<file path="src/utf8_char_splitter_assert.svh">
// Assertion macros shared by the UTF-8 character splitter RTL.
`ifndef UTF8_CHAR_SPLITTER_ASSERT_SVH
`define UTF8_CHAR_SPLITTER_ASSERT_SVH

// Same-cycle implication, checked on every clock edge outside reset.
`define UCS_ASSERT_NOW(label, ante, cons, msg) \
	label: assert property (@(posedge clk) disable iff (!arst_n) (ante) |-> (cons)) \
		else $error(msg);

// Next-cycle implication, checked on every clock edge outside reset.
`define UCS_ASSERT_NEXT(label, ante, cons, msg) \
	label: assert property (@(posedge clk) disable iff (!arst_n) (ante) |=> (cons)) \
		else $error(msg);

`endif

</file>
<file path="src/ucs_pkg.sv">
// Constants and helper types for the UTF-8 character splitter.
`timescale 1ns / 1ps

package ucs_pkg;

	localparam logic [7:0] NEWLINE_BYTE = 8'd10;
	localparam logic [7:0] NUL_BYTE     = 8'd0;
	localparam logic [7:0] LEAD4_MIN    = 8'd240;
	localparam logic [7:0] LEAD3_MIN    = 8'd224;
	localparam logic [7:0] LEAD2_MIN    = 8'd192;
	localparam logic [7:0] CONT_MIN     = 8'd128;

	// Character lengths in bytes.
	localparam logic [2:0] LEN_NONE = 3'd0;
	localparam logic [2:0] LEN_1    = 3'd1;
	localparam logic [2:0] LEN_2    = 3'd2;
	localparam logic [2:0] LEN_3    = 3'd3;
	localparam logic [2:0] LEN_4    = 3'd4;

	// One completed character as it leaves the decode logic.
	typedef struct packed {
		logic        valid;
		logic [31:0] bytes;
		logic [2:0]  length;
	} char_result_t;

	// True for a continuation byte (10xxxxxx).
	function automatic logic is_cont(input logic [7:0] b);
		return (b >= CONT_MIN) && (b < LEAD2_MIN);
	endfunction

endpackage

</file>
<file path="src/utf8_char_splitter.sv">
// Top level of the UTF-8 character splitter: byte input register, decode, result register.
`timescale 1ns / 1ps

// The splitter takes a text stream one word (one byte) per clock and emits each
// completed UTF-8 character as one output word: the bytes packed from bit 31
// downward with the unused low bytes zero, and the length in bytes (1 to 4).
// A lead byte of 240 and above opens a four-byte character, 224 to 239 a
// three-byte one, 192 to 223 a two-byte one, and 1 to 127 is a complete
// single-byte character, the newline included. A continuation byte found where
// a lead byte is expected is skipped. A NUL lead byte, or a byte that should
// have been a continuation but is not, throws the partial character away and
// discards the rest of the line up to and including the next newline; when the
// offending byte is itself a newline, the line simply ends there and nothing is
// emitted for it. Rate: one byte is accepted every clock, save while a stall
// holds the input as described below. Each byte is held in the input
// register, is decoded against the collection state by a single layer of
// compare and select logic, and a finished character is then written into
// the output register, which presents it on the output until it is taken.
// The input side keeps flowing while a finished character waits to be taken,
// as long as the bytes arriving produce no new character; only a second
// finished character stalls the input.
module utf8_char_splitter
	import ucs_pkg::*;
(
	input  logic        clk,
	input  logic        arst_n,
	input  logic        in_valid,
	output logic        in_ready,
	input  logic [7:0]  data_byte,
	output logic        out_valid,
	input  logic        out_ready,
	output logic [31:0] char_bytes,
	output logic [2:0]  char_length
);

	// Input register stage.
	logic        valid_s1;
	logic [7:0]  data_s1;

	// Collection state.
	logic [1:0]  bytes_needed_q;
	logic [23:0] partial_char_q;
	logic [2:0]  char_total_q;
	logic        dropping_q;

	// Result register.
	logic        out_valid_q;
	logic [31:0] char_bytes_q;
	logic [2:0]  char_length_q;

	// Decode outputs.
	char_result_t res;
	logic [1:0]  bytes_needed_d;
	logic [23:0] partial_char_d;
	logic [2:0]  char_total_d;
	logic        dropping_d;
	logic [31:0] acc;
	logic        s1_go;

	// The word in the input register may move on unless it completes a character
	// while the result register is still holding one that has not been taken.
	assign s1_go    = valid_s1 && (!res.valid || !out_valid_q || out_ready);
	assign in_ready = !valid_s1 || s1_go;

	// Continuation appended to the bytes collected so far.
	assign acc = {partial_char_q, data_s1};

	always_comb begin
		res            = '0;
		bytes_needed_d = bytes_needed_q;
		partial_char_d = partial_char_q;
		char_total_d   = char_total_q;
		dropping_d     = dropping_q;

		priority if (dropping_q) begin
			// Skip everything up to and including the newline.
			if (data_s1 == NEWLINE_BYTE) begin
				dropping_d = 1'b0;
			end
		end else if (bytes_needed_q != 2'd0) begin
			if (is_cont(data_s1)) begin
				bytes_needed_d = bytes_needed_q - 2'd1;
				if (bytes_needed_q != 2'd1) begin
					partial_char_d = acc[23:0];
				end else begin
					// Last byte: left-align the character in the word.
					res.valid = 1'b1;
					unique case (char_total_q)
						LEN_4: begin
							res.bytes  = acc;
							res.length = LEN_4;
						end
						LEN_3: begin
							res.bytes  = {acc[23:0], 8'd0};
							res.length = LEN_3;
						end
						LEN_2: begin
							res.bytes  = {acc[15:0], 16'd0};
							res.length = LEN_2;
						end
						default: begin
							res.bytes  = {acc[7:0], 24'd0};
							res.length = LEN_1;
						end
					endcase
					partial_char_d = '0;
					char_total_d   = LEN_NONE;
				end
			end else begin
				// Broken sequence: a newline just ends the line, anything else
				// discards the rest of it.
				bytes_needed_d = 2'd0;
				partial_char_d = '0;
				char_total_d   = LEN_NONE;
				dropping_d     = (data_s1 != NEWLINE_BYTE);
			end
		end else if (data_s1 == NUL_BYTE) begin
			dropping_d = 1'b1;
		end else if (data_s1 >= LEAD4_MIN) begin
			bytes_needed_d = 2'd3;
			char_total_d   = LEN_4;
			partial_char_d = {16'd0, data_s1};
		end else if (data_s1 >= LEAD3_MIN) begin
			bytes_needed_d = 2'd2;
			char_total_d   = LEN_3;
			partial_char_d = {16'd0, data_s1};
		end else if (data_s1 >= LEAD2_MIN) begin
			bytes_needed_d = 2'd1;
			char_total_d   = LEN_2;
			partial_char_d = {16'd0, data_s1};
		end else if (data_s1 >= CONT_MIN) begin
			// Stray continuation byte, skipped.
		end else begin
			res.valid  = 1'b1;
			res.bytes  = {data_s1, 24'd0};
			res.length = LEN_1;
		end
	end

	// Control registers.
	always_ff @(posedge clk or negedge arst_n) begin
		if (!arst_n) begin
			valid_s1       <= 1'b0;
			bytes_needed_q <= 2'd0;
			partial_char_q <= '0;
			char_total_q   <= LEN_NONE;
			dropping_q     <= 1'b0;
			out_valid_q    <= 1'b0;
		end else begin
			if (in_ready) begin
				valid_s1 <= in_valid;
			end
			if (s1_go) begin
				bytes_needed_q <= bytes_needed_d;
				partial_char_q <= partial_char_d;
				char_total_q   <= char_total_d;
				dropping_q     <= dropping_d;
			end
			if (s1_go && res.valid) begin
				out_valid_q <= 1'b1;
			end else if (out_ready) begin
				out_valid_q <= 1'b0;
			end
		end
	end

	// Payload registers.
	always_ff @(posedge clk) begin
		if (in_ready && in_valid) begin
			data_s1 <= data_byte;
		end
		if (s1_go && res.valid) begin
			char_bytes_q  <= res.bytes;
			char_length_q <= res.length;
		end
	end

	assign out_valid   = out_valid_q;
	assign char_bytes  = char_bytes_q;
	assign char_length = char_length_q;

`include "utf8_char_splitter_assert.svh"

	`UCS_ASSERT_NOW(a_collect_total, bytes_needed_q != 2'd0,
		(char_total_q >= LEN_2) && ({1'b0, bytes_needed_q} < char_total_q),
		"collection count exceeds character length")
	`UCS_ASSERT_NOW(a_drop_no_partial, dropping_q, bytes_needed_q == 2'd0,
		"line discard while a character is open")
	`UCS_ASSERT_NOW(a_len_range, out_valid_q,
		(char_length_q == LEN_1) || (char_length_q == LEN_2) ||
		(char_length_q == LEN_3) || (char_length_q == LEN_4),
		"result length out of range")
	`UCS_ASSERT_NOW(a_ascii_packed, out_valid_q && (char_length_q == LEN_1),
		(char_bytes_q[31] == 1'b0) && (char_bytes_q[23:0] == 24'd0),
		"single-byte result badly packed")
	`UCS_ASSERT_NEXT(a_s1_hold, valid_s1 && !s1_go, valid_s1 && $stable(data_s1),
		"stalled input word lost")

endmodule
</file>
<file path="config.mk">
export PLATFORM = sky130hd
export DESIGN_NAME = utf8_char_splitter
export DESIGN_NICKNAME = d
export VERILOG_FILES = /design/src/ucs_pkg.sv /design/src/utf8_char_splitter.sv
export VERILOG_INCLUDE_DIRS = /design/src /design/src/src
export SDC_FILE = /design/constraint.sdc
export NUM_CORES = 1
export LEC_CHECK = 0
export ABC_AREA = 1
export BUFFER_PORTS_ARGS = -buffer_cell sky130_fd_sc_hd__clkbuf_2
export CAP_MARGIN = 20
export CORE_MARGIN = 2
export CORE_UTILIZATION = 30
export DETAILED_ROUTE_END_ITERATION = 16
export GPL_TIMING_DRIVEN = 0
export PLACE_DENSITY_LB_ADDON = 0.3
export SLEW_MARGIN = 20
export SYNTH_ARGS = -nofsm -noshare
export SYNTH_HDL_FRONTEND = slang
export SYNTH_SLANG_ARGS = --single-unit
</file>
<file path="constraint.sdc">
create_clock -name clk -period 7.4 [get_ports clk]
set_input_delay 0.37 -clock clk [delete_from_list [all_inputs] [get_ports clk]]
set_output_delay 0.37 -clock clk [all_outputs]
set_load 0.02 [all_outputs]
</file>
======== Word level (Yosys, flattened, before mapping) ========
Index checks and enable logic that the tools add are counted.
word-level totals
  register bits ........................... 75
  bits in latches ......................... 0
  RAM bits ................................ 0
  ROM bits ................................ 0
  bits of input ports ..................... 12
  output and inout bits ................... 37
  memories ................................ 0
cells by class
  $add $sub $neg .......................... 1
  multipliers ............................. 0
  div/mod/pow operators ................... 0
  magnitude comparators ................... 5
  equality and inequality tests ........... 8
  shifts and indexed selects .............. 0
  muxes and demuxes ....................... 37
  bitwise operators ....................... 1
  reduce and logical (&&, ||, !) cells .... 16
operators by type and width
  cell                   number
  $mux W36               9
  $mux W24               7
  $pmux W35 S3           1
  $ge A8 B8 Y1 const B   4
  $mux W3                7
  $mux W2                6
  $eq A8 B4 Y1 const B   1
  $logic_not A8 Y1       1
  $lt A8 B8 Y1 const B   1
  $ne A8 B4 Y1 const B   1
  $mux W1                7
  $eq A3 B2 Y1 const B   2
  $reduce_and A5 Y1      1
  $logic_and A1 B1 Y1    4
  $reduce_and A4 Y1      1
  $reduce_bool A2 Y1     2
  $reduce_bool A4 Y1     1
  $eq A3 B3 Y1 const B   1
  $logic_not A1 Y1       3
  $logic_or A1 B1 Y1     3
  $ne A3 B3 Y1 const B   1
  $ne A2 B1 Y1 const B   1
  $ne A2 B2 Y1 const B   1
  $sub A2 B1 Y2 const B  1
  $not A1 Y1             1

======== Depth between registers and ports, before layout ========
Gate-level depths: netlist of run 1.
  depth in word-level cells ............... 14
  mapped depth ............................ 12
  depth with buffers taken out ............ 11

======== Worst setup path before layout of run 1 ========
No wires, ideal clock.
  kind .................................... register to register
  start ................................... register bytes_needed_q[0]
  end ..................................... register char_bytes_q[0] (netlist: char_bytes[0]), enable pin
  library setup time ...................... 0.390 ns
  arrival ................................. 2.019 ns
  required time ........................... 7.010 ns
  slack ................................... 4.991 ns
  stages on the path, launching flop included .. 11
  buffers on the path ..................... 0
  period minus slack after synthesis ...... 2.409 ns
  cells stage by stage .................... dfrtp_1 -> inv_1 -> ha_1 -> inv_2 -> nand2_4 -> nor2_8 -> nand2_4 -> nand2_4 -> a21oi_4 -> nand2_1 -> inv_1
between the ends
  cells in the longest elaborated chain, start to end .. 10
ends and longest elaborated chain
  item                             line                       text
  from (decl)                      utf8_char_splitter.sv:41   logic [1:0] bytes_needed_q;
  from (signal assigned)           utf8_char_splitter.sv:154  bytes_needed_q <= bytes_needed_d;
  $ne A2 B1 Y1                     utf8_char_splitter.sv:83   if (bytes_needed_q != 2'd1) begin
  $mux W36                         utf8_char_splitter.sv:83
  $mux W36                         utf8_char_splitter.sv:81   if (is_cont(data_s1)) begin
  $mux W36 *                       utf8_char_splitter.sv:80   end else if (bytes_needed_q != 2'd0) begin
  $mux W36 *                       utf8_char_splitter.sv:75   priority if (dropping_q) begin
  $logic_not A1 Y1                 utf8_char_splitter.sv:62   assign s1_go = valid_s1 && (!res.valid || !out_valid_q || out_ready);
  $logic_or A1 B1 Y1 (2 in a row)  utf8_char_splitter.sv:62
  $logic_and A1 B1 Y1              utf8_char_splitter.sv:62
  $logic_and A1 B1 Y1 *            utf8_char_splitter.sv:172  if (s1_go && res.valid) begin
  to (signal assigned)             utf8_char_splitter.sv:173  char_bytes_q <= res.bytes;
  to (decl)                        utf8_char_splitter.sv:48   logic [31:0] char_bytes_q;
Mark *: on every way between the ends. The rest lies on a longest branch, timed or not.
A chain may end at the register's enable or synchronous reset.

======== Worst setup path after layout of run 1 ========
  start ................................... register bytes_needed_q[0]
  end ..................................... register char_bytes_q[22] (netlist: char_bytes[22]), enable pin
The elaborated chain is that of the path after synthesis.

==> results of run 1 <==
-- stage by stage --
| step | hold slack (ns) | setup slack, ns | area [µm²] | utilization, % |
|---|---|---|---|---|
| after CTS | 0.181 | 4.91 | 4550 | 36.3 |
| after detailed placement | 0.468 | 4.92 | 4260 | 34.1 |
| final | 0.147 | 4.95 | 4550 | 36.3 |
| after floorplan | 0.0744 | 4.99 | 3810 | - |
| after global placement | 0.462 | 4.56 | 4260 | 34.1 |
| after global routing | 0.204 | 4.73 | 4550 | 36.3 |
-- cells in the mapped netlist (2+ instances only) --
cell      instances
nand3_1           6
o211ai_1          2
nand2_1          97
a21oi_2           8
buf_2             4
nand2_4           4
o221ai_1          8
inv_2             9
inv_1            43
ha_1              2
edfxtp_1         43
nor2_4            2
a21oi_1           8
buf_12            2
nand2_2          24
nor3_1            4
o21ai_0          10
nand4_1          26
nor2_1           45
dfrtp_1          32
clkbuf_1          8
o22ai_1           4
buf_4             2
-- registers in the layout, indices dropped and copies added (netlist names) --
signal	flops
char_length	3
char_total_q	3
data_s1	8
valid_s1	1
partial_char_q	24
dropping_q	1
out_valid	1
bytes_needed_q	2
char_bytes	32
-- worst min-delay path by stage --
| stage | from | to | slack, ns | cells after the start |
|---|---|---|---|---|
| finish | arst_n | valid_s1 | 0.15 | 1 |
| global route | data_byte[1] | data_s1[1] | 0.20 | 1 |
| CTS | arst_n | partial_char_q[22] | 0.18 | 1 |
| detailed placement | partial_char_q[15] | partial_char_q[15] | 0.47 | 2 |
| global placement | char_total_q[2] | char_total_q[2] | 0.46 | 2 |
| floorplan | arst_n | bytes_needed_q[0] | 0.07 | 0 |
-- routing by layer --
metal	routed length (µm)	vias up	global-route usage (%)
li1	-	1484	-
met1	4350	1374	19.5
met2	4500	71	24.1
met3	335	13	2.85
met4	224	0	6.20
met5	0	-	0
-- kinds of logic after synthesis --
family | synth area share, %
DFF | 54.9
other | 0.0985
buffers and inverters | 8.18
and+or+nand+nor | 27.1
AOI/OAI and AO/OA | 9.04
adders and majority gates | 0.657
-- worst max-delay path: stages, from the launching register on --
cell and delay [ns]:
dfrtp_1 0.41, inv_1 0.07, ha_1 0.24, inv_2 0.12, nand2_4 0.13, nor2_8 0.05
nand2_4 0.12, nand2_4 0.09, a21oi_4 0.19, nand2_1 0.11, inv_2 0.52
-- power breakdown --
group          leakage (nW)  total, mW  internal, mW  switching [mW]
Clock                 0.135      0.421         0.259           0.162
Sequential            0.829      0.557         0.502          0.0555
Combinational         0.989      0.399         0.112           0.287
-- cell type report --
type	instances	area [µm²]	share of cell area [%]
Sequential cell	75	2090	46.0
Multi-Input combinational cell	264	1400	30.9
Timing Repair Buffer	48	240	5.28
Clock buffer	11	233	5.12
Tap cell	172	215	4.73
Inverter	52	195	4.29
Buffer	17	116	2.56
Clock inverter	5	53.8	1.18
-- placed cells by master (no fill, tap or decap), drive strengths merged, types with 2 or more instances in the layout --
cell,instances
a31oi,2
nor2,49
o221ai,8
edfxtp,43
nand2,125
nand4,27
a21oi,17
ha,2
clkbuf,67
o22ai,4
o211ai,2
o21ai,11
clkinv,3
dfrtp,32
inv,52
nor3,5
buf,9
nand3,7
==> flow_summary_export.csv, run 1 <==
group,metric,value,unit
synthesis,synth_top_area_share,33.9,%
clock_tree,clk_latency,0.34,ns
sta,grt_setup_unrepaired,"false",
clock_tree,postCtsResizedCells,0,
sta,skew,0.00806,ns
cells_and_area,insertedDiodeCount,0,
critical_path,critPathMaxFanout,35,
clock_tree,holdBufCountCts,0,
synthesis,synth_seq_cells,75,
critical_path,cp_data_arrival_time,2.42,ns
global_routing,grt_util_all_layers,14.9,%
route,viasPerCell,4.57,
floorplan,die_y,117,µm
critical_path,crit_type,"register to register",
critical_path,regToRegStartpoint,"bytes_needed_q[0]",
global_routing,grt_pass1_vias,2858,
pwr,p_total,1.38,mW
cells_and_area,fill_cells,1292,
critical_path,reg2regPathDepth,10,
critical_path,r2r_slack,4.95,ns
synthesis,syn_nets,422,
clock_tree,htreeDepth,3,
placed_design,dp_hpwl,7.07,mm
critical_path,critPathCapture,"char_bytes[22]",
global_routing,antenna_found_initial,0,
clock_tree,cts_buffer_depth,2,
sta,tns,0,ns
pwr,leakagePower,1.95,nW
sta,finalCritPeriodShare,33.1,%
synthesis,synth_edf_count,43,
cells_and_area,finalNonFillerCells,644,
floorplan,die_x,117,µm
global_routing,grt_max_degree,36,
floorplan,rows,41,
critical_path,endpoint_kind,"register",
synthesis,yosysSeqAreaShare,54.9,%
clock_tree,clock_sinks,75,
sta,relSlewSlack,41.6,%
clock_tree,postCtsSetupBuffers,0,
critical_path,r2r-end,"char_bytes[22]",
route,drt-total-wl,9.41,mm
floorplan,start_util,30.4,%
placed_design,dp_cells,628,
global_routing,grt-ovfl-total,0,
pwr,cellPowerDensity,303,nW/µm²
clock_tree,ctsRootBufferMaster,"clkbuf_16",
route,post_drt_wl_per_cell,14.6,µm
synthesis,synth.distinct_cells,38,
route,final_antenna_net_count,0,
cells_and_area,area_delta_synth_final,19.5,%
synthesis,ys_async_sr_fraction,42.7,%
global_routing,grt_pass1_wl,15.3,mm
critical_path,startpoint,"bytes_needed_q[0]",
synthesis,synth_ff_type,"edfxtp_1",
clock_tree,clkTransAtPathRegs,0.05,ns
synthesis,synth_largest_area_cell,"edfxtp_1",
route,num_vias,2942,
placed_design,io_buffers,48,
worst_hold_path,min_path_type,"input pin to async pin",
critical_path,required,7.37,ns
floorplan,coreArea,12500,µm²
route,drt_drc_violations_left,0,
clock_tree,cts_tree,"done",
cells_and_area,nets,481,
pwr,peakVddDrop,121,µV
sta,worstMarginPinSlew,0.877,ns
critical_path,startpoint_type,"register",
synthesis,avgSynthCellArea,9.33,µm²
sta,fmax,0.409,GHz
outcome,status,"complete, no violations",
synthesis,synth_area,3810,µm²
synthesis,syn_inst,408,
sta,hold_violations,0,
floorplan,dieArea,13600,µm²
route,drt_first_pass_iters,4,
route,drtIter0Drc,168,
cells_and_area,final_layout_size_suffix_gt1_share,26.3,%
synthesis,synthTopCellsByArea,"edfxtp_1 34%, dfrtp_1 21%, nand2_1 9.6%",
synthesis,ys_warn_count,0,
sta,min_period,2.45,ns
job,maxCapViolCount,0,
sta,setup_violations,0,
sta,slew_viol_final,0,
clock_tree,cts_made_buffers,9,
placed_design,gp_congestion,0.973,
floorplan,ios,49,
Power figures use the tool's default switching activity.
==> run 2: changes to the inputs <==
==> constraint.sdc (replaced) <==
create_clock -name clk -period 2.2 [get_ports clk]
set_input_delay 0.11 -clock clk [delete_from_list [all_inputs] [get_ports clk]]
set_output_delay 0.11 -clock clk [all_outputs]
set_load 0.02 [all_outputs]
==> flow_summary_export.csv, run 2 (synthesized netlist as in run 1, its figures left out) <==
group,metric,value,unit
outcome,status,"complete, no violations",
global_routing,grt_pass1_wl,15.8,mm
sta,grt_setup_unrepaired,"false",
pwr,cellPowerDensity,1030,nW/µm²
critical_path,crit_type,"register to register",
critical_path,startpoint_type,"register",
cells_and_area,insertedDiodeCount,0,
floorplan,coreArea,12500,µm²
clock_tree,cts_buffer_depth,2,
sta,slew_viol_final,0,
route,drt-total-wl,10.0,mm
clock_tree,htreeDepth,3,
route,drt_drc_violations_left,0,
critical_path,regToRegStartpoint,"data_s1[4]",
critical_path,cp_data_arrival_time,2.13,ns
sta,skew,0.0132,ns
sta,fmax,0.480,GHz
pwr,peakVddDrop,380,µV
cells_and_area,final_area,4790,µm²
route,wl_met1,4.28,mm
pwr,p_total,4.92,mW
sta,worstMarginPinSlew,0.874,ns
critical_path,worstPathBufferInverterCount,3,
floorplan,die_y,117,µm
cells_and_area,largest_reg_flops,32,
floorplan,rows,41,
critical_path,cp_cell_sequence,"inv_2, nand2_1, nor2_2, nand2_1, nand3_2, nand2_4, a21oi_4, nand2_4, clkinvlp_4, buf_4",
placed_design,dp_hpwl,7.02,mm
global_routing,grt_pass1_vias,2979,
critical_path,r2r-end,"char_bytes[0]",
sta,finalCritPeriodShare,94.7,%
route,num_vias,3104,
pwr,leakagePower,2.04,nW
sta,tns,0,ns
clock_tree,clock_sinks,75,
critical_path,cp_slowest_cell,"edfxtp_1",
route,drt_first_pass_iters,7,
critical_path,endpoint_kind,"register",
critical_path,reg2regPathDepth,10,
clock_tree,clkTransAtPathRegs,0.07,ns
route,drtIter0Drc,283,
route,viasPerCell,4.70,
route,route.met3.wl,585,µm
worst_hold_path,min_path_type,"input pin to async pin",
sta,timing.hold.ws,0.422,ns
floorplan,dieArea,13600,µm²
sta,hold_violations,0,
critical_path,required,2.25,ns
route,highest_layer,"met4",
critical_path,r2r_slack,0.12,ns
placed_design,dp_cells,628,
clock_tree,ctsRootBufferMaster,"clkbuf_16",
cells_and_area,layout_common_cells,"95 x nand2_1, 48 x clkbuf_2, 43 x edfxtp_1",
route,wl_met2,4.81,mm
clock_tree,cts_made_buffers,9,
cells_and_area,area_delta_synth_final,25.8,%
placed_design,postPlaceCellArea,4270,µm²
route,post_drt_wl_per_cell,15.1,µm
cells_and_area,fill_cells,1267,
sta,setup_violations,0,
global_routing,grt-ovfl-total,0,
cells_and_area,nets,498,
job,maxCapViolCount,0,
clock_tree,cts_tree,"done",
floorplan,ios,49,
cells_and_area,final_layout_size_suffix_gt1_share,28.8,%
sta,relSlewSlack,41.8,%
cells_and_area,final_common_cell,"nand2_1",
route,final_antenna_net_count,0,
critical_path,max_stage_delay,0.53,ns
critical_path,cpLargestDelayFamily,"simple AND/OR/NAND/NOR gates",
global_routing,antenna_found_initial,0,
clock_tree,clk_latency,0.34,ns
floorplan,start_util,30.4,%
floorplan,die_x,117,µm
critical_path,critPathMaxFanout,10,
global_routing,grt_util_all_layers,15.5,%
sta,min_period,2.08,ns
cells_and_area,finalNonFillerCells,661,
global_routing,grt_max_degree,33,
placed_design,gp_congestion,0.960,
placed_design,io_buffers,48,
==> run 2: changes by cell type in the layout (fill, tap and decap cells not counted), sizes merged <==
cell and delta:
clkinv -1, buf +5, bufinv +1, dlygate4sd3 +11
clkinvlp +3, inv -1, clkbuf -1
==> run 2: cell type report <==
type	count	area [µm²]	share of cell area (%)
Sequential cell	75	2090	43.7
Multi-Input combinational cell	264	1430	29.9
Timing Repair Buffer	64	400	8.36
Clock buffer	10	229	4.78
Tap cell	172	215	4.49
Inverter	52	205	4.28
Buffer	17	116	2.43
Clock inverter	6	90.1	1.88
Timing Repair inverter	1	7.51	0.157
==> run 2: timing repair <==
action | in CTS | in global routing
setup endpoints to repair | 36 | 47
endpoints found under the hold margin | 42 | 0
pin swaps | 0 | 1
hold buffers | 11 | 0
gates resized for setup | 2 | 7
buffers inserted | 3 | 2
cloned | 1 | 0
==> run 2: power breakdown <==
part           total [mW]  leakage [nW]  switching (mW)  internal, mW
Clock                1.58         0.153           0.583         0.997
Combinational        1.47          1.06            1.02         0.447
Sequential           1.87         0.829           0.189          1.69
==> run 2: how the worst max path moves through the flow <==
| stage | startpoint | endpoint | slack (ns) | depth (start not counted) |
|---|---|---|---|---|
| final | data_s1[4] | char_bytes[0] | 0.12 | 10 |
| after global routing | data_s1[4] | char_bytes[20] | 0.003 | 10 |
| after CTS | data_s1[2] | char_bytes[20] | 0.003 | 10 |
| after detailed placement | bytes_needed_q[0] | char_bytes[20] | -0.34 | 10 |
| after global placement | bytes_needed_q[0] | char_bytes[16] | -0.29 | 10 |
| after floorplan | bytes_needed_q[0] | char_bytes[0] | 0.04 | 10 |
==> run 2: per-layer routing <==
layer	vias to the layer above	GRT usage, %
li1	1514	-
met1	1468	19.8
met2	101	25.0
met3	21	3.43
met4	0	7.37
met5	-	0
==> run 2: stage by stage <==
| stage | utilization (%) | setup slack, ns |
|---|---|---|
| after floorplan | - | 0.0358 |
| after global placement | 34.1 | -0.290 |
| after detailed placement | 34.1 | -0.343 |
| after CTS | 37.9 | 0.00260 |
| after global routing | 38.3 | 0.00297 |
| final | 38.3 | 0.116 |
==> run 3: changes to the inputs <==
--- a/config.mk
+++ b/config.mk
@@ -11,6 +11,7 @@
 export CAP_MARGIN = 20
 export CORE_MARGIN = 2
 export CORE_UTILIZATION = 30
+export CTS_BUF_LIST = sky130_fd_sc_hd__clkbuf_16
 export DETAILED_ROUTE_END_ITERATION = 16
 export GPL_TIMING_DRIVEN = 0
 export PLACE_DENSITY_LB_ADDON = 0.3
==> flow_summary_export.csv, run 3 (synthesized netlist as in run 1, its figures left out) <==
group,metric,value,unit
global_routing,gr-usage-met1,19.8,%
sta,finalCritPeriodShare,94.7,%
cells_and_area,largest_reg_flops,32,
critical_path,cp_data_arrival_time,2.13,ns
global_routing,use_met2,25.0,%
global_routing,met3_usage,3.43,%
global_routing,grt-ovfl-total,0,
clock_tree,cts_made_buffers,9,
cells_and_area,nets,498,
cells_and_area,insertedDiodeCount,0,
critical_path,cp_cell_sequence,"inv_2, nand2_1, nor2_2, nand2_1, nand3_2, nand2_4, a21oi_4, nand2_4, clkinvlp_4, buf_4",
sta,hold_violations,0,
cells_and_area,layout_common_cells,"95 x nand2_1, 48 x clkbuf_2, 43 x edfxtp_1",
clock_tree,cts_buffer_depth,2,
global_routing,grt_pass1_vias,2979,
floorplan,rows,41,
critical_path,cp_slowest_cell,"edfxtp_1",
route,num_vias,3099,
route,post_drt_wl_per_cell,15.1,µm
sta,relSlewSlack,41.3,%
placed_design,dp_hpwl,7.02,mm
pwr,peakVddDrop,382,µV
clock_tree,cts_tree,"done",
cells_and_area,multiInputGateArea,1430,µm²
cells_and_area,final_area,4790,µm²
clock_tree,clock_sinks,75,
placed_design,io_buffers,48,
global_routing,grt_util_all_layers,15.5,%
clock_tree,clk_latency,0.34,ns
floorplan,dieArea,13600,µm²
route,viasPerCell,4.69,
floorplan,die_y,117,µm
critical_path,max_stage_delay,0.53,ns
sta,worstMarginPinSlew,0.881,ns
cells_and_area,area_delta_synth_final,25.8,%
placed_design,postPlaceCellArea,4270,µm²
sta,grt_setup_unrepaired,"false",
route,final_antenna_net_count,0,
outcome,status,"complete, no violations",
sta,fmax,0.480,GHz
route,drt_drc_violations_left,0,
pwr,p_total,4.92,mW
route,drt-total-wl,10.0,mm
floorplan,die_x,117,µm
critical_path,endpoint_kind,"register",
global_routing,grt_max_degree,33,
pwr,leakagePower,2.05,nW
sta,min_period,2.08,ns
cells_and_area,seq_area,2090,µm²
placed_design,gp_congestion,0.960,
cells_and_area,fill_cells,1267,
floorplan,coreArea,12500,µm²
clock_tree,ctsRootBufferMaster,"clkbuf_16",
clock_tree,htreeDepth,3,
job,maxCapViolCount,0,
floorplan,start_util,30.4,%
critical_path,required,2.25,ns
pwr,cellPowerDensity,1030,nW/µm²
global_routing,antenna_found_initial,0,
route,drt_first_pass_iters,5,
sta,slew_viol_final,0,
cells_and_area,final_layout_size_suffix_gt1_share,28.8,%
global_routing,top_usage_layer,"met2",
cells_and_area,final_common_cell,"nand2_1",
worst_hold_path,min_path_type,"input pin to async pin",
floorplan,ios,49,
clock_tree,clkTransAtPathRegs,0.07,ns
sta,setup_violations,0,
critical_path,critPathMaxFanout,10,
route,drtIter0Drc,283,
critical_path,reg2regPathDepth,10,
sta,skew,0.0125,ns
critical_path,startpoint_type,"register",
global_routing,grt_pass1_wl,15.8,mm
critical_path,crit_type,"register to register",
cells_and_area,final_util,38.3,%
==> run 3: cell count changes in the layout (fill, tap and decap cells not counted), sizes merged <==
cell | before | now
clkbuf | 66 | 65
inv | 51 | 52
==> run 3: layout make-up <==
| cell class | instances | area share (%) |
|---|---|---|
| buffer | 17 | 2.43 |
| clock buffer | 9 | 4.70 |
| clock inverter | 7 | 1.96 |
| inverter | 52 | 4.28 |
| multi-input combinational | 264 | 29.9 |
| sequential | 75 | 43.7 |
| tap | 172 | 4.49 |
| timing repair buffer | 64 | 8.36 |
| timing repair inverter | 1 | 0.157 |
==> run 3: stage by stage <==
step	worst slack, ns	instances	hold slack (ns)	TNS [ns]
after global routing	0.00297	661	0.495	0
after floorplan	0.0358	408	-0.186	0
after detailed placement	-0.343	628	0.281	-11.87
after CTS	0.00260	659	0.458	0
after global placement	-0.290	628	0.262	-9.99
final	0.117	661	0.424	0
==> run 3: report_power, final <==
group | internal, mW | total, mW | switching (mW)
Sequential | 1.69 | 1.87 | 0.189
Clock | 0.992 | 1.58 | 0.588
Combinational | 0.447 | 1.47 | 1.02
Total | 3.12 | 4.92 | 1.80
==> run 3: critical path, delay by kind of cell, from the launching register on <==
family | cells | cell delay (ns)
buffers and inverters | 3 | 0.46
DFF | 1 | 0.53
and+or+nand+nor | 6 | 0.61
AOI/OAI and AO/OA | 1 | 0.19
==> run 3: routing by layer <==
metal	vias to the layer above	part of all wire [%]
met5	-	0
li1	1513	-
met2	111	48
met4	0	3.4
met3	21	6.3
met1	1454	43
==> run 3: worst paths after layout <==
check | from | slack, ns | endpoint
worst min register to register | char_total_q[2] | 0.48 | char_total_q[2]
worst max register to register | data_s1[4] | 0.12 | char_bytes[0]
max in group asynchronous | arst_n | 1.22 | partial_char_q[14]
min in group clk | char_total_q[2] | 0.48 | char_total_q[2]
worst max-delay path | data_s1[4] | 0.12 | char_bytes[0]
worst min-delay path | arst_n | 0.42 | partial_char_q[13]
==> run 3: what timing repair did <==
item	4_1_cts	5_1_grt
setup endpoints to repair	36	47
pin swaps	0	1
resized for setup	2	7
buffers inserted	3	2
cloned	1	0
hold buffers	11	0
hold endpoints to repair	42	0
